$ cat src/rtl/core/pva_pkg.sv
// ----------------------------------------------------------------------------
// pva_pkg
// Shared widths, constants, item types and the CORDIC arctangent table for
// the polar vector adder/subtracter.
// ----------------------------------------------------------------------------
package pva_pkg;

    localparam int ITER_DEFAULT = 24;
    localparam int ANGLE_ENTRIES = 32;
    localparam int GUARD_BITS = 8;
    localparam int COMP_W = 45;
    localparam int ZANG_W = 34;
    localparam int MAG_IN_W = 32;
    localparam int DIR_W = 16;
    localparam int MAG_OUT_W = 33;

    localparam logic [31:0] INV_GAIN_Q32 = 32'h9B74EDA8;
    localparam logic [DIR_W-1:0] DIR_FULL = 16'd46080;
    localparam logic [DIR_W-1:0] DIR_90 = 16'd11520;
    localparam logic [DIR_W-1:0] DIR_270 = 16'd34560;
    localparam logic [MAG_OUT_W-1:0] MAG_MAX = '1;
    // ceil(2^22 / 45): reciprocal for the quotient of a direction by 45
    localparam logic [16:0] RECIP_45 = 17'd93207;

    typedef logic signed [COMP_W-1:0] comp_t;
    typedef logic signed [ZANG_W-1:0] zang_t;

    typedef enum logic [1:0] {
        QUAD_1 = 2'd0,
        QUAD_2 = 2'd1,
        QUAD_3 = 2'd2,
        QUAD_4 = 2'd3
    } quad_t;

    typedef enum logic {
        REQ_ADD = 1'b0,
        REQ_SUB = 1'b1
    } req_t;

    typedef struct packed {
        logic                 req_type;
        logic [MAG_IN_W-1:0]  first_magnitude;
        logic [DIR_W-1:0]     first_direction;
        logic [MAG_IN_W-1:0]  second_magnitude;
        logic [DIR_W-1:0]     second_direction;
    } in_item_t;

    typedef struct packed {
        comp_t x;
        comp_t y;
        zang_t z;
        quad_t quad;
    } rot_lane_t;

    typedef struct packed {
        req_t      req;
        rot_lane_t a;
        rot_lane_t b;
    } rot_item_t;

    typedef struct packed {
        comp_t x;
        comp_t y;
        zang_t z;
        logic  x_zero;
        logic  y_neg;
    } vec_item_t;

    typedef struct packed {
        logic [MAG_OUT_W-1:0] sum_magnitude;
        logic [DIR_W-1:0]     sum_direction;
    } out_item_t;

    // arctan(2^-i) in binary-angle units (2^32 = one turn)
    function automatic logic [31:0] angle_step(input logic [4:0] idx);
        logic [31:0] r;
        case (idx)
            5'd0:    r = 32'h20000000;
            5'd1:    r = 32'h12E4051E;
            5'd2:    r = 32'h09FB385B;
            5'd3:    r = 32'h051111D4;
            5'd4:    r = 32'h028B0D43;
            5'd5:    r = 32'h0145D7E1;
            5'd6:    r = 32'h00A2F61E;
            5'd7:    r = 32'h00517C55;
            5'd8:    r = 32'h0028BE53;
            5'd9:    r = 32'h00145F2F;
            5'd10:   r = 32'h000A2F98;
            5'd11:   r = 32'h000517CC;
            5'd12:   r = 32'h00028BE6;
            5'd13:   r = 32'h000145F3;
            5'd14:   r = 32'h0000A2FA;
            5'd15:   r = 32'h0000517D;
            5'd16:   r = 32'h000028BE;
            5'd17:   r = 32'h0000145F;
            5'd18:   r = 32'h00000A30;
            5'd19:   r = 32'h00000518;
            5'd20:   r = 32'h0000028C;
            5'd21:   r = 32'h00000146;
            5'd22:   r = 32'h000000A3;
            5'd23:   r = 32'h00000051;
            5'd24:   r = 32'h00000029;
            5'd25:   r = 32'h00000014;
            5'd26:   r = 32'h0000000A;
            5'd27:   r = 32'h00000005;
            5'd28:   r = 32'h00000003;
            5'd29:   r = 32'h00000001;
            5'd30:   r = 32'h00000001;
            default: r = 32'h00000000;
        endcase
        return r;
    endfunction

endpackage

$ cat src/rtl/core/pva_back.sv
// ----------------------------------------------------------------------------
// pva_back
// Two stages: gain correction of the magnitude (split multiply) and angle
// conversion to 1/128 degree, with wrap and the x-zero override.
// ----------------------------------------------------------------------------
module pva_back (
    input  logic               clk,
    input  logic               rst_n,
    input  logic               in_valid,
    input  pva_pkg::vec_item_t in_item,
    output logic               in_ready,
    output logic               out_valid,
    output pva_pkg::out_item_t out_item,
    input  logic               out_ready
);

    typedef struct packed {
        logic [44:0] ph;
        logic [63:0] pl;
        logic [47:0] dprod;
        logic        x_zero;
        logic        y_neg;
    } prod_t;

    logic               v1_reg;
    logic               v2_reg;
    prod_t              p_reg;
    prod_t              p_next;
    pva_pkg::out_item_t o_reg;
    pva_pkg::out_item_t o_next;
    logic               en1;
    logic               en2;
    logic [76:0]        total;
    logic [36:0]        mag_full;
    logic [48:0]        dsum;
    logic [16:0]        dval;

    always_comb
    begin
        p_next.ph     = 45'(in_item.x[44:32]) * 45'(pva_pkg::INV_GAIN_Q32);
        p_next.pl     = 64'(in_item.x[31:0]) * 64'(pva_pkg::INV_GAIN_Q32);
        p_next.dprod  = 48'(in_item.z[31:0]) * 48'(pva_pkg::DIR_FULL);
        p_next.x_zero = in_item.x_zero;
        p_next.y_neg  = in_item.y_neg;

        total    = {p_reg.ph, 32'd0} + 77'(p_reg.pl)
                   + (77'd1 << (31 + pva_pkg::GUARD_BITS));
        mag_full = total[76:40];
        o_next.sum_magnitude = (mag_full > 37'(pva_pkg::MAG_MAX)) ?
                               pva_pkg::MAG_MAX : mag_full[32:0];

        dsum = 49'(p_reg.dprod) + (49'd1 << 31);
        dval = dsum[48:32];
        if (p_reg.x_zero)
        begin
            o_next.sum_direction = p_reg.y_neg ? pva_pkg::DIR_270 : pva_pkg::DIR_90;
        end
        else if (dval >= 17'(pva_pkg::DIR_FULL))
        begin
            o_next.sum_direction = '0;
        end
        else
        begin
            o_next.sum_direction = dval[15:0];
        end
    end

    assign en2 = ~v2_reg | out_ready;
    assign en1 = ~v1_reg | en2;

    always_ff @(posedge clk or negedge rst_n)
    begin
        if (!rst_n)
        begin
            v1_reg <= 1'b0;
            v2_reg <= 1'b0;
        end
        else
        begin
            if (en1)
            begin
                v1_reg <= in_valid;
            end
            if (en2)
            begin
                v2_reg <= v1_reg;
            end
        end
    end

    always_ff @(posedge clk)
    begin
        if (en1)
        begin
            p_reg <= p_next;
        end
        if (en2)
        begin
            o_reg <= o_next;
        end
    end

    assign in_ready  = en1;
    assign out_valid = v2_reg;
    assign out_item  = o_reg;

endmodule

$ cat config.mk
export PLATFORM = sky130hd
export DESIGN_NAME = pva_back
export DESIGN_NICKNAME = d
export VERILOG_FILES = /design/src/rtl/core/pva_pkg.sv /design/src/rtl/core/pva_back.sv
export SDC_FILE = /design/constraint.sdc
export NUM_CORES = 2
export LEC_CHECK = 0
export ABC_AREA = 1
export BUFFER_PORTS_ARGS = -buffer_cell sky130_fd_sc_hd__buf_2
export CORE_ASPECT_RATIO = 0.8
export CORE_UTILIZATION = 60
export DETAILED_ROUTE_END_ITERATION = 10
export PLACE_DENSITY = 0.78
export SETUP_SLACK_MARGIN = 0.02
export SYNTH_ARGS = -nofsm -noshare
export SYNTH_HDL_FRONTEND = slang
export SYNTH_SLANG_ARGS = --single-unit
$ cat constraint.sdc
create_clock -name clk -period 12.7 [get_ports clk]
set_input_delay 3.81 -clock clk [delete_from_list [all_inputs] [get_ports clk]]
set_output_delay 3.81 -clock clk [all_outputs]
set_load 0.03 [all_outputs]
==> impl_metrics.py <==
metrics = {
    "sta": {
        "hold_viol_final": 0,
        "rsz0062_at_grt": "no",
        "finalCritPeriodShare_pct": 83.4,
        "maxSlewViolCount": 0,
        "fmax_ghz": 0.0945,
        "period_needed_ns": 10.59,
        "fin_tns_setup_ns": 0,
        "worstMarginPinSlew_ns": 0.834,
        "skew_ns": 0.0164,
        "setup_viol": 0,
        "relSlewSlack_pct": 44.2,
    },
    "logic_synthesis": {
        "ys.flop_type": "edfxtp_1",
        "netlist_area_um2": 43200,
        "syn_nets": 6554,
        "synthCells": 4939,
        "synth.area.top_cells": "fa_1 38%, ha_1 19%, inv_1 13%, edfxtp_1 9.7%, nand2_1 5.9%",
        "syn_avg_cell_area_um2": 8.74,
        "ys_types": 39,
        "synth-edff-count": 139,
        "ys_ff_latch": 141,
        "ys_seq_area_share_pct": 9.79,
        "yosysWarnings": 0,
        "async_flop_share_pct": 1.42,
        "synth_top_area_cell": "fa_1",
        "synth_top_area_share_pct": 38.0,
    },
    "finish": {
        "fin_util_pct": 64.3,
        "drive_gt1_share_pct": 3.94,
        "largest_reg_flops": 90,
        "fin_nets": 6707,
        "syn_to_final_growth_pct": 5.62,
        "finalNonFillerCells": 6039,
        "fin_area_um2": 45600,
        "n_antenna_cell": 0,
    },
    "setup_path": {
        "cp.buffers_inverters": 5,
        "crit_path_top_delay_cell": "fa_1",
        "path_common_cell": "fa_1",
        "end_kind": "flip-flop",
        "crit_chain": "buf_2, inv_1, fa_1, fa_1, inv_1, fa_1, fa_1, fa_1, fa_1, fa_1, inv_1, fa_1, inv_1, ha_1, a21oi_1, nor2_1, nor2_1, a21boi_0, o21ai_0, a21oi_1, nand2_1, nand2_1, nand2_1",
        "critPathArrivalTime_ns": 10.80,
        "worstSetupPathType": "input port to flip-flop",
        "worstPathMaxFanout": 6,
        "max_stage_delay_ns": 0.66,
        "worstSetupStartpointType": "input port",
        "cp.required_ns": 12.91,
        "path_delay_family": "adder cells",
    },
    "floorplanning": {
        "design.core.area_um2": 70900,
        "num_rows": 87,
        "die_area_um2": 73000,
        "io_pins": 181,
        "die_w_um": 302,
        "start_util_pct": 60.9,
        "die-height_um": 242,
    },
    "clocking": {
        "path_clk_slew_ns": 0.07,
        "clk_latency_ns": 0.46,
        "cts-resized-gates": 0,
        "hold_buffers": 0,
        "clockBufferDepth": 2,
        "tritoncts": "done",
        "postCtsSetupBuffers": 0,
        "clkSinkCount": 141,
        "cts_made_buffers": 17,
        "htree_num_levels": 4,
        "cts-root-buf": "clkbuf_16",
    },
    "route": {
        "drt_iter0_drc": 2435,
        "drc": 9,
        "vias_per_cell": 5.25,
        "wirelength_mm": 108,
        "routedWlPerCell_um": 17.9,
        "first_pass_iters": 11,
        "num_vias": 31729,
        "final_antenna_net_count": 0,
    },
    "min_path": {
        "min_path_type": "flip-flop to flip-flop",
    },
    "placed_design": {
        "dp.cells": 6007,
        "placed_cell_area_um2": 45000,
        "hpwl_mm": 97.3,
        "place_congestion": 1.00,
        "port_buffers": 133,
    },
    "global_route": {
        "grt_pass1_wl_mm": 177,
        "grt.total_usage_pct": 31.5,
        "grt_overflow_total": 0,
        "grt_pass1_vias": 33387,
        "grt_max_degree": 59,
        "antenna_found_initial": 0,
    },
    "run_status": {
        "violations": "DRC",
        "status": "complete, but fails checks",
    },
    "flow_run": {
        "maxCapViolations": 0,
    },
}
## layout by cell type, fill, tap and decap left out, types with 4 or more instances in the layout
master	netlist	routed
buf_4	0	8
a21boi_0	11	11
and2_1	7	7
nand4_1	22	22
fa_1	819	819
nor2_1	320	320
nand3_1	121	120
nor3_1	36	36
nand2_2	10	11
xnor2_1	35	35
o21a_1	4	4
ha_1	666	666
nand3b_1	8	8
a31oi_1	31	31
o21bai_1	24	24
nand2_1	673	672
xor2_1	86	86
inv_6	0	4
buf_2	1	132
clkbuf_16	0	17
inv_8	0	5
a21oi_1	176	176
nor4_1	8	8
edfxtp_1	139	139
nor2_2	7	7
and3_1	7	7
inv_1	1548	1547
a21o_1	25	25
o21ai_0	131	131
## cell families after synthesis
logic type / count (synthesis) / share of synthesized area, %
buf+inv: 1555 / 13.6
flops: 141 / 9.79
compound gates: 409 / 5.25
fa+ha+maj: 1485 / 57.3
xor+xnor: 121 / 2.46
simple gates: 1228 / 11.6
## layout make-up
| class | instances | area [um^2] |
|---|---|---|
| Clock inverter | 15 | 144 |
| Multi-Input combinational cell | 3243 | 33100 |
| Sequential cell | 141 | 4220 |
| Fill cell | 5874 | 25300 |
| Timing Repair Buffer | 140 | 721 |
| Inverter | 1549 | 5810 |
| Tap cell | 934 | 1170 |
| Clock buffer | 17 | 425 |
## through the flow
step	hold slack [ns]	worst slack, ns
3_5_place_dp	0.526	1.81
2_1_floorplan	0.435	2.04
3_3_place_gp	0.508	1.80
4_1_cts	0.534	2.24
6_report	0.527	2.11
5_1_grt	0.561	1.86
## worst register-to-register path, delay by kind of cell, from the launching register on
family	cells	cell delay (ns)
flops	1	0.50
buf+inv	1	0.05
simple gates	10	1.49
fa+ha+maj	2	0.72
compound gates	1	0.22
## path summary, 6_finish.rpt
check | start | depth (start not counted) | to | slack, ns
worst max register to register | p_reg[100]$_DFFE_PP_ | 14 | out_item[31]$_SDFFCE_PN1P_ | 9.46
worst min register to register | v1_reg$_DFFE_PN0P_ | 2 | out_valid$_DFFE_PN0P_ | 0.53
min in group asynchronous | rst_n | 1 | out_valid$_DFFE_PN0P_ | 3.12
worst min-delay path | v1_reg$_DFFE_PN0P_ | 2 | out_valid$_DFFE_PN0P_ | 0.53
max in group asynchronous | rst_n | 1 | v1_reg$_DFFE_PN0P_ | 9.47
worst max-delay path | in_item[101] | 23 | p_reg[109]$_DFFE_PP_ | 2.11
## per-layer routing
metal	vias to the layer above	part of all wire (%)	global-route usage (%)
met5	-	0	0
met4	0	1.5	5.23
met3	110	9.4	8.27
met2	1170	42	46.4
met1	15342	47	47.2
li1	15107	-	-
## cell usage after synthesis (2+ instances only)
library cell / number
and3_1: 7
edfxtp_1: 139
or2_2: 3
a21o_1: 25
clkbuf_1: 2
nand4_1: 22
a22oi_1: 2
nand3b_1: 8
nor2_2: 7
inv_1: 1548
o21a_1: 4
fa_1: 819
nor2_1: 320
nand2_2: 10
o21bai_1: 24
and2_1: 7
o211ai_1: 3
nand2_1: 673
nor4_1: 8
nor3_2: 2
a31oi_1: 31
a21boi_0: 11
buf_6: 3
nand3_1: 121
xor2_1: 86
a21oi_1: 176
o21ai_0: 131
ha_1: 666
xnor2_1: 35
dfrtp_1: 2
nor3_1: 36
Power is not shown: default switching activity piles up to over one toggle a cycle in this logic, so the estimate is an artifact.
