$ cat src/rtl/core/pva_pkg.sv
// ----------------------------------------------------------------------------
// pva_pkg
// Shared widths, constants, item types and the CORDIC arctangent table for
// the polar vector adder/subtracter.
// ----------------------------------------------------------------------------
package pva_pkg;

    localparam int ITER_DEFAULT = 24;
    localparam int ANGLE_ENTRIES = 32;
    localparam int GUARD_BITS = 8;
    localparam int COMP_W = 45;
    localparam int ZANG_W = 34;
    localparam int MAG_IN_W = 32;
    localparam int DIR_W = 16;
    localparam int MAG_OUT_W = 33;

    localparam logic [31:0] INV_GAIN_Q32 = 32'h9B74EDA8;
    localparam logic [DIR_W-1:0] DIR_FULL = 16'd46080;
    localparam logic [DIR_W-1:0] DIR_90 = 16'd11520;
    localparam logic [DIR_W-1:0] DIR_270 = 16'd34560;
    localparam logic [MAG_OUT_W-1:0] MAG_MAX = '1;
    // ceil(2^22 / 45): reciprocal for the quotient of a direction by 45
    localparam logic [16:0] RECIP_45 = 17'd93207;

    typedef logic signed [COMP_W-1:0] comp_t;
    typedef logic signed [ZANG_W-1:0] zang_t;

    typedef enum logic [1:0] {
        QUAD_1 = 2'd0,
        QUAD_2 = 2'd1,
        QUAD_3 = 2'd2,
        QUAD_4 = 2'd3
    } quad_t;

    typedef enum logic {
        REQ_ADD = 1'b0,
        REQ_SUB = 1'b1
    } req_t;

    typedef struct packed {
        logic                 req_type;
        logic [MAG_IN_W-1:0]  first_magnitude;
        logic [DIR_W-1:0]     first_direction;
        logic [MAG_IN_W-1:0]  second_magnitude;
        logic [DIR_W-1:0]     second_direction;
    } in_item_t;

    typedef struct packed {
        comp_t x;
        comp_t y;
        zang_t z;
        quad_t quad;
    } rot_lane_t;

    typedef struct packed {
        req_t      req;
        rot_lane_t a;
        rot_lane_t b;
    } rot_item_t;

    typedef struct packed {
        comp_t x;
        comp_t y;
        zang_t z;
        logic  x_zero;
        logic  y_neg;
    } vec_item_t;

    typedef struct packed {
        logic [MAG_OUT_W-1:0] sum_magnitude;
        logic [DIR_W-1:0]     sum_direction;
    } out_item_t;

    // arctan(2^-i) in binary-angle units (2^32 = one turn)
    function automatic logic [31:0] angle_step(input logic [4:0] idx);
        logic [31:0] r;
        case (idx)
            5'd0:    r = 32'h20000000;
            5'd1:    r = 32'h12E4051E;
            5'd2:    r = 32'h09FB385B;
            5'd3:    r = 32'h051111D4;
            5'd4:    r = 32'h028B0D43;
            5'd5:    r = 32'h0145D7E1;
            5'd6:    r = 32'h00A2F61E;
            5'd7:    r = 32'h00517C55;
            5'd8:    r = 32'h0028BE53;
            5'd9:    r = 32'h00145F2F;
            5'd10:   r = 32'h000A2F98;
            5'd11:   r = 32'h000517CC;
            5'd12:   r = 32'h00028BE6;
            5'd13:   r = 32'h000145F3;
            5'd14:   r = 32'h0000A2FA;
            5'd15:   r = 32'h0000517D;
            5'd16:   r = 32'h000028BE;
            5'd17:   r = 32'h0000145F;
            5'd18:   r = 32'h00000A30;
            5'd19:   r = 32'h00000518;
            5'd20:   r = 32'h0000028C;
            5'd21:   r = 32'h00000146;
            5'd22:   r = 32'h000000A3;
            5'd23:   r = 32'h00000051;
            5'd24:   r = 32'h00000029;
            5'd25:   r = 32'h00000014;
            5'd26:   r = 32'h0000000A;
            5'd27:   r = 32'h00000005;
            5'd28:   r = 32'h00000003;
            5'd29:   r = 32'h00000001;
            5'd30:   r = 32'h00000001;
            default: r = 32'h00000000;
        endcase
        return r;
    endfunction

endpackage

$ cat src/rtl/core/pva_front.sv
// ----------------------------------------------------------------------------
// pva_front
// Two stages: reduce directions to binary angles and prescale magnitudes
// into CORDIC start vectors.
// ----------------------------------------------------------------------------
module pva_front (
    input  logic                 clk,
    input  logic                 rst_n,
    input  logic                 in_valid,
    input  pva_pkg::in_item_t    in_item,
    output logic                 in_ready,
    output logic                 out_valid,
    output pva_pkg::rot_item_t   out_item,
    input  logic                 out_ready
);

    typedef struct packed {
        logic [15:0] dmod;
        logic [32:0] qprod;
        logic [63:0] prod;
    } pre_lane_t;

    typedef struct packed {
        logic      req_type;
        pre_lane_t a;
        pre_lane_t b;
    } pre_item_t;

    logic              v1_reg;
    logic              v2_reg;
    pre_item_t         s1_reg;
    pre_item_t         s1_next;
    pva_pkg::rot_item_t s2_reg;
    pva_pkg::rot_item_t s2_next;
    logic              en1;
    logic              en2;
    logic [21:0]       frac_tbl [64];

    // floor((b * 2^22 + 22) / 45) for each remainder b
    for (genvar g = 0; g < 64; g++) begin : g_frac
        assign frac_tbl[g] = (g < 45) ? 22'((((64'(g)) << 22) + 64'd22) / 45) : 22'd0;
    end

    function automatic pre_lane_t prep(input logic [31:0] mag, input logic [15:0] dir);
        pre_lane_t r;
        r.dmod  = (dir >= pva_pkg::DIR_FULL) ? dir - pva_pkg::DIR_FULL : dir;
        r.qprod = 33'(r.dmod) * 33'(pva_pkg::RECIP_45);
        r.prod  = 64'(mag) * 64'(pva_pkg::INV_GAIN_Q32);
        return r;
    endfunction

    function automatic pva_pkg::rot_lane_t start(input pre_lane_t p, input logic [21:0] frac);
        pva_pkg::rot_lane_t r;
        logic [9:0]  quo;
        logic [31:0] phase;
        logic [63:0] rnd;
        quo   = p.qprod[31:22];
        phase = {quo, 22'd0} + {10'd0, frac};
        rnd   = p.prod + (64'd1 << 23);
        r.x    = pva_pkg::comp_t'({5'd0, rnd[63:24]});
        r.y    = '0;
        r.z    = pva_pkg::zang_t'({4'd0, phase[29:0]});
        r.quad = pva_pkg::quad_t'(phase[31:30]);
        return r;
    endfunction

    logic [15:0] rem_a;
    logic [15:0] rem_b;

    always_comb
    begin
        s1_next.req_type = in_item.req_type;
        s1_next.a = prep(in_item.first_magnitude, in_item.first_direction);
        s1_next.b = prep(in_item.second_magnitude, in_item.second_direction);
        rem_a = s1_reg.a.dmod - 16'(s1_reg.a.qprod[31:22]) * 16'd45;
        rem_b = s1_reg.b.dmod - 16'(s1_reg.b.qprod[31:22]) * 16'd45;
        s2_next.req = pva_pkg::req_t'(s1_reg.req_type);
        s2_next.a = start(s1_reg.a, frac_tbl[rem_a[5:0]]);
        s2_next.b = start(s1_reg.b, frac_tbl[rem_b[5:0]]);
    end

    assign en2 = ~v2_reg | out_ready;
    assign en1 = ~v1_reg | en2;

    always_ff @(posedge clk or negedge rst_n)
    begin
        if (!rst_n)
        begin
            v1_reg <= 1'b0;
            v2_reg <= 1'b0;
        end
        else
        begin
            if (en1)
            begin
                v1_reg <= in_valid;
            end
            if (en2)
            begin
                v2_reg <= v1_reg;
            end
        end
    end

    always_ff @(posedge clk)
    begin
        if (en1)
        begin
            s1_reg <= s1_next;
        end
        if (en2)
        begin
            s2_reg <= s2_next;
        end
    end

    assign in_ready  = en1;
    assign out_valid = v2_reg;
    assign out_item  = s2_reg;

endmodule

$ cat config.mk
export PLATFORM = sky130hd
export DESIGN_NAME = pva_front
export DESIGN_NICKNAME = d
export VERILOG_FILES = /design/src/rtl/core/pva_pkg.sv /design/src/rtl/core/pva_front.sv
export SDC_FILE = /design/constraint.sdc
export NUM_CORES = 2
export LEC_CHECK = 0
export ABC_AREA = 1
export BUFFER_PORTS_ARGS = -buffer_cell sky130_fd_sc_hd__buf_2
export CAP_MARGIN = 10
export CELL_PAD_IN_SITES_DETAIL_PLACEMENT = 1
export CELL_PAD_IN_SITES_GLOBAL_PLACEMENT = 1
export CORE_MARGIN = 2
export CORE_UTILIZATION = 49
export CTS_CLUSTER_SIZE = 10
export DETAILED_ROUTE_END_ITERATION = 10
export PLACE_DENSITY_LB_ADDON = 0.1
export REMOVE_ABC_BUFFERS = 1
export SYNTH_ARGS = -nofsm -noshare
export SYNTH_HDL_FRONTEND = slang
export SYNTH_SLANG_ARGS = --single-unit
$ cat constraint.sdc
create_clock -name clk -period 5.7 [get_ports clk]
set_clock_uncertainty 0.2 [all_clocks]
set_input_delay 0.57 -clock clk [delete_from_list [all_inputs] [get_ports clk]]
set_output_delay 0.57 -clock clk [all_outputs]
set_load 0.01 [all_outputs]
==> flow_metrics.env <==
export IMPL_outcome="finished with violations"
export IMPL_violations="negative setup slack"
export IMPL_setup_viol=102
export IMPL_finalMaxSlewViolations=0
export IMPL_yosysUniqueCellTypes=51
export IMPL_wire_per_inst_microns=24.4
export IMPL_synth_compound_area_share_pct=2.22
export IMPL_cts_sinks=252
export IMPL_vias_per_cell=5.38
export IMPL_post_dp_hpwl_microns=208000
export IMPL_syn_area_sq_um=65800
export IMPL_fill_cells=15380
export IMPL_drive_gt1_share_pct=30.7
export IMPL_start_util_pct=49.4
export IMPL_rows=134
export IMPL_cap_violations=0
export IMPL_largest_reg_flops=135
export IMPL_antenna_found_initial=8
export IMPL_cts_root_buf="clkbuf_16"
export IMPL_dr_total_vias=59306
export IMPL_overflow=0
export IMPL_synth_top_family_by_area="adder cells"
export IMPL_drtPass1Iterations=5
export IMPL_grt_usage_pct=36.6
export IMPL_fin_area_sq_um=85600
export IMPL_dieArea_sq_um=137000
export IMPL_ys_flop_type="edfxtp_1"
export IMPL_multi_input_area_sq_um=55000
export IMPL_place_inst=10839
export IMPL_fmax_mhz=156
export IMPL_layout_min_cycle_time_ns=6.39
export IMPL_numPortBuffers=247
export IMPL_syn_area_per_cell_sq_um=8.29
export IMPL_fin_crit_sh_pct=112
export IMPL_crit_required_ns=5.85
export IMPL_tightestPinTransition_ns=0.911
export IMPL_fin_ws_ns=-0.693
export IMPL_crit_fanout=4
export IMPL_synth_mux_area_share_pct=0
export IMPL_first_iter_violations=3593
export IMPL_dpl_cell_area_sq_um=75700
export IMPL_crit_path_frequent_cell="fa_1"
export IMPL_yosys_area_share_adder_pct=52.6
export IMPL_synth_edf_count=250
export IMPL_core_area_sq_um=133000
export IMPL_crit_slowest_cell="fa_2"
export IMPL_hold_class="primary input to flip-flop"
export IMPL_synth_xor_area_share_pct=1.86
export IMPL_pre_cts_slack_ns=-1.51
export IMPL_finalNonFillerCells=11032
export IMPL_synth_cells=7932
export IMPL_die_w_microns=370
export IMPL_grt_max_degree=60
export IMPL_clkLatencyLatePin_ns=0.60
export IMPL_cts_tree="yes"
export IMPL_hold_violations=0
export IMPL_seq_area_frac_synth_pct=11.5
export IMPL_grt_pass1_vias=65357
export IMPL_grt_pass1_wl_microns=381000
export IMPL_cp_start_kind="primary input"
export IMPL_seq_area_sq_um=7560
export IMPL_postSynth_asyncResetShare_pct=0.794
export IMPL_remaining_drc_errors=0
export IMPL_end_kind="flip-flop"
export IMPL_area_growth_syn_to_layout_pct=30.1
export IMPL_io_pins=356
export IMPL_clk_path_buf_depth=3
export IMPL_ys_seq_elements=252
export IMPL_cts_buffers=36
export IMPL_worstPathArrival_ns=6.55
export IMPL_grt_setup_unrepaired="true"
export IMPL_place_gp_congestion=0.982
export IMPL_ant_nets=0
export IMPL_slowest_delay_ns=0.59
export IMPL_clk_pin_slew_worst_paths_ns=0.05
export IMPL_crit_type="primary input to flip-flop"
export IMPL_final_nets=11455
export IMPL_die_h_microns=370
export IMPL_synth_warnings=0
export IMPL_timing_slew_headroom_pct=39.2
export IMPL_htreeDepth=2
export IMPL_synth_simple_area_share_pct=16.1
export IMPL_drt_wl_total_microns=270000
[worst paths after layout]
path	to	cells after the start	slack, ns	start
setup / recovery	s1_reg[148]	25	-0.69	in_item[77]
hold reg to reg	out_item[0]	0	0.23	s1_reg[94]
max in group asynchronous	v1_reg	2	5.10	rst_n
min in group asynchronous	out_valid	2	0.10	rst_n
hold / removal	v1_reg	3	0.02	in_valid
setup reg to reg	out_item[5]	14	1.09	s1_reg[88]
[cell type report]
type | count | area share (%)
clock inverter | 16 | 0.203
timing repair buffer | 1302 | 12.0
sequential | 252 | 8.83
multi-input combinational | 5175 | 64.2
tap | 1768 | 2.58
clock buffer | 45 | 1.10
antenna | 4 | 0.0117
inverter | 2470 | 11.1
[placed cells by master (no fill, tap or decap), types with 15 or more instances in the layout]
cell       count
buf_6        127
nand4_1       74
nor3_2        24
buf_4        928
nor2_4       115
ha_1         844
nand3_4       19
xor2_1        77
nand2_1     1265
nand2_2      311
o21ai_0       51
edfxtp_1     250
fa_2         104
ha_2          26
xnor2_1       39
a21oi_4       21
nor2_2        58
buf_2        196
inv_6         15
nor3_1        35
nand3_1      183
fa_1         979
conb_1       108
buf_8         22
a21oi_2       45
a21oi_1       76
nand2_4      139
nand3_2       53
clkbuf_16     36
inv_1       2136
buf_12        25
inv_4         32
ha_4         164
nor2_1       198
inv_2        279
o21bai_1      21
[metrics by stage]
step | hold slack [ns] | util [%] | setup TNS [ns]
after floorplan | 0.0744 | - | -52.20
after global placement | 0.156 | 56.8 | -116.75
after detailed placement | 0.159 | 56.8 | -131.36
after CTS | 0.0110 | 61.6 | -29.14
after global routing | 0.0289 | 64.2 | -53.46
final | 0.0167 | 64.2 | -41.29
[critical path: cells and delay by family]
kind	cells	cell delay (ns)
compound gates	1	0.07
fa+ha+maj	9	4.52
buf+inv	9	0.56
xor+xnor	1	0.37
simple gates	5	0.47
[synthesized netlist by cell type, drive strengths merged (7+ instances only)]
cell type / instances / area (sq um)
xnor2: 44 / 400
nand2: 1726 / 6560
nand3: 255 / 1330
xor2: 94 / 823
nor2: 371 / 1470
nand4: 77 / 509
inv: 2470 / 9270
fa: 1083 / 21700
o21ai: 74 / 370
nor3: 65 / 340
nand3b: 12 / 115
edfxtp: 250 / 7510
nor4: 13 / 87.6
a21oi: 142 / 714
buf: 138 / 1040
a21o: 11 / 82.6
ha: 1034 / 12900
o21bai: 25 / 191
and2: 14 / 87.6
nor3b: 7 / 57.6
[routing by layer]
layer | global-route usage (%) | vias up | routed length, microns
met2 | 62.5 | 2416 | 130000
met3 | 5.50 | 963 | 17600
met4 | 15.0 | 10 | 16700
li1 | - | 25905 | -
met1 | 46.3 | 30012 | 105000
met5 | 0 | - | 127
[cells by family (layout without fill, tap and decap cells)]
| logic type | Yosys count | count (layout) |
|---|---|---|
| AND/OR/NAND/NOR | 2546 | 2546 |
| flip-flops | 252 | 252 |
| buffers and inverters | 2612 | 3833 |
| other | 1 | 112 |
| XOR/XNOR | 138 | 138 |
| adder cells (fa/ha/maj) | 2117 | 2117 |
| AO/OA/AOI/OAI | 266 | 266 |
[repair_timing]
action | in CTS | in global routing
hold buffers | 2 | 0
setup endpoints to repair | 102 | 102
pin swaps | 464 | 568
setup buffers | 77 | 72
hold endpoints to repair | 3 | 0
resized for setup | 1287 | 850
Power is not shown: default switching activity piles up to over one toggle a cycle in this logic, so the estimate is an artifact.
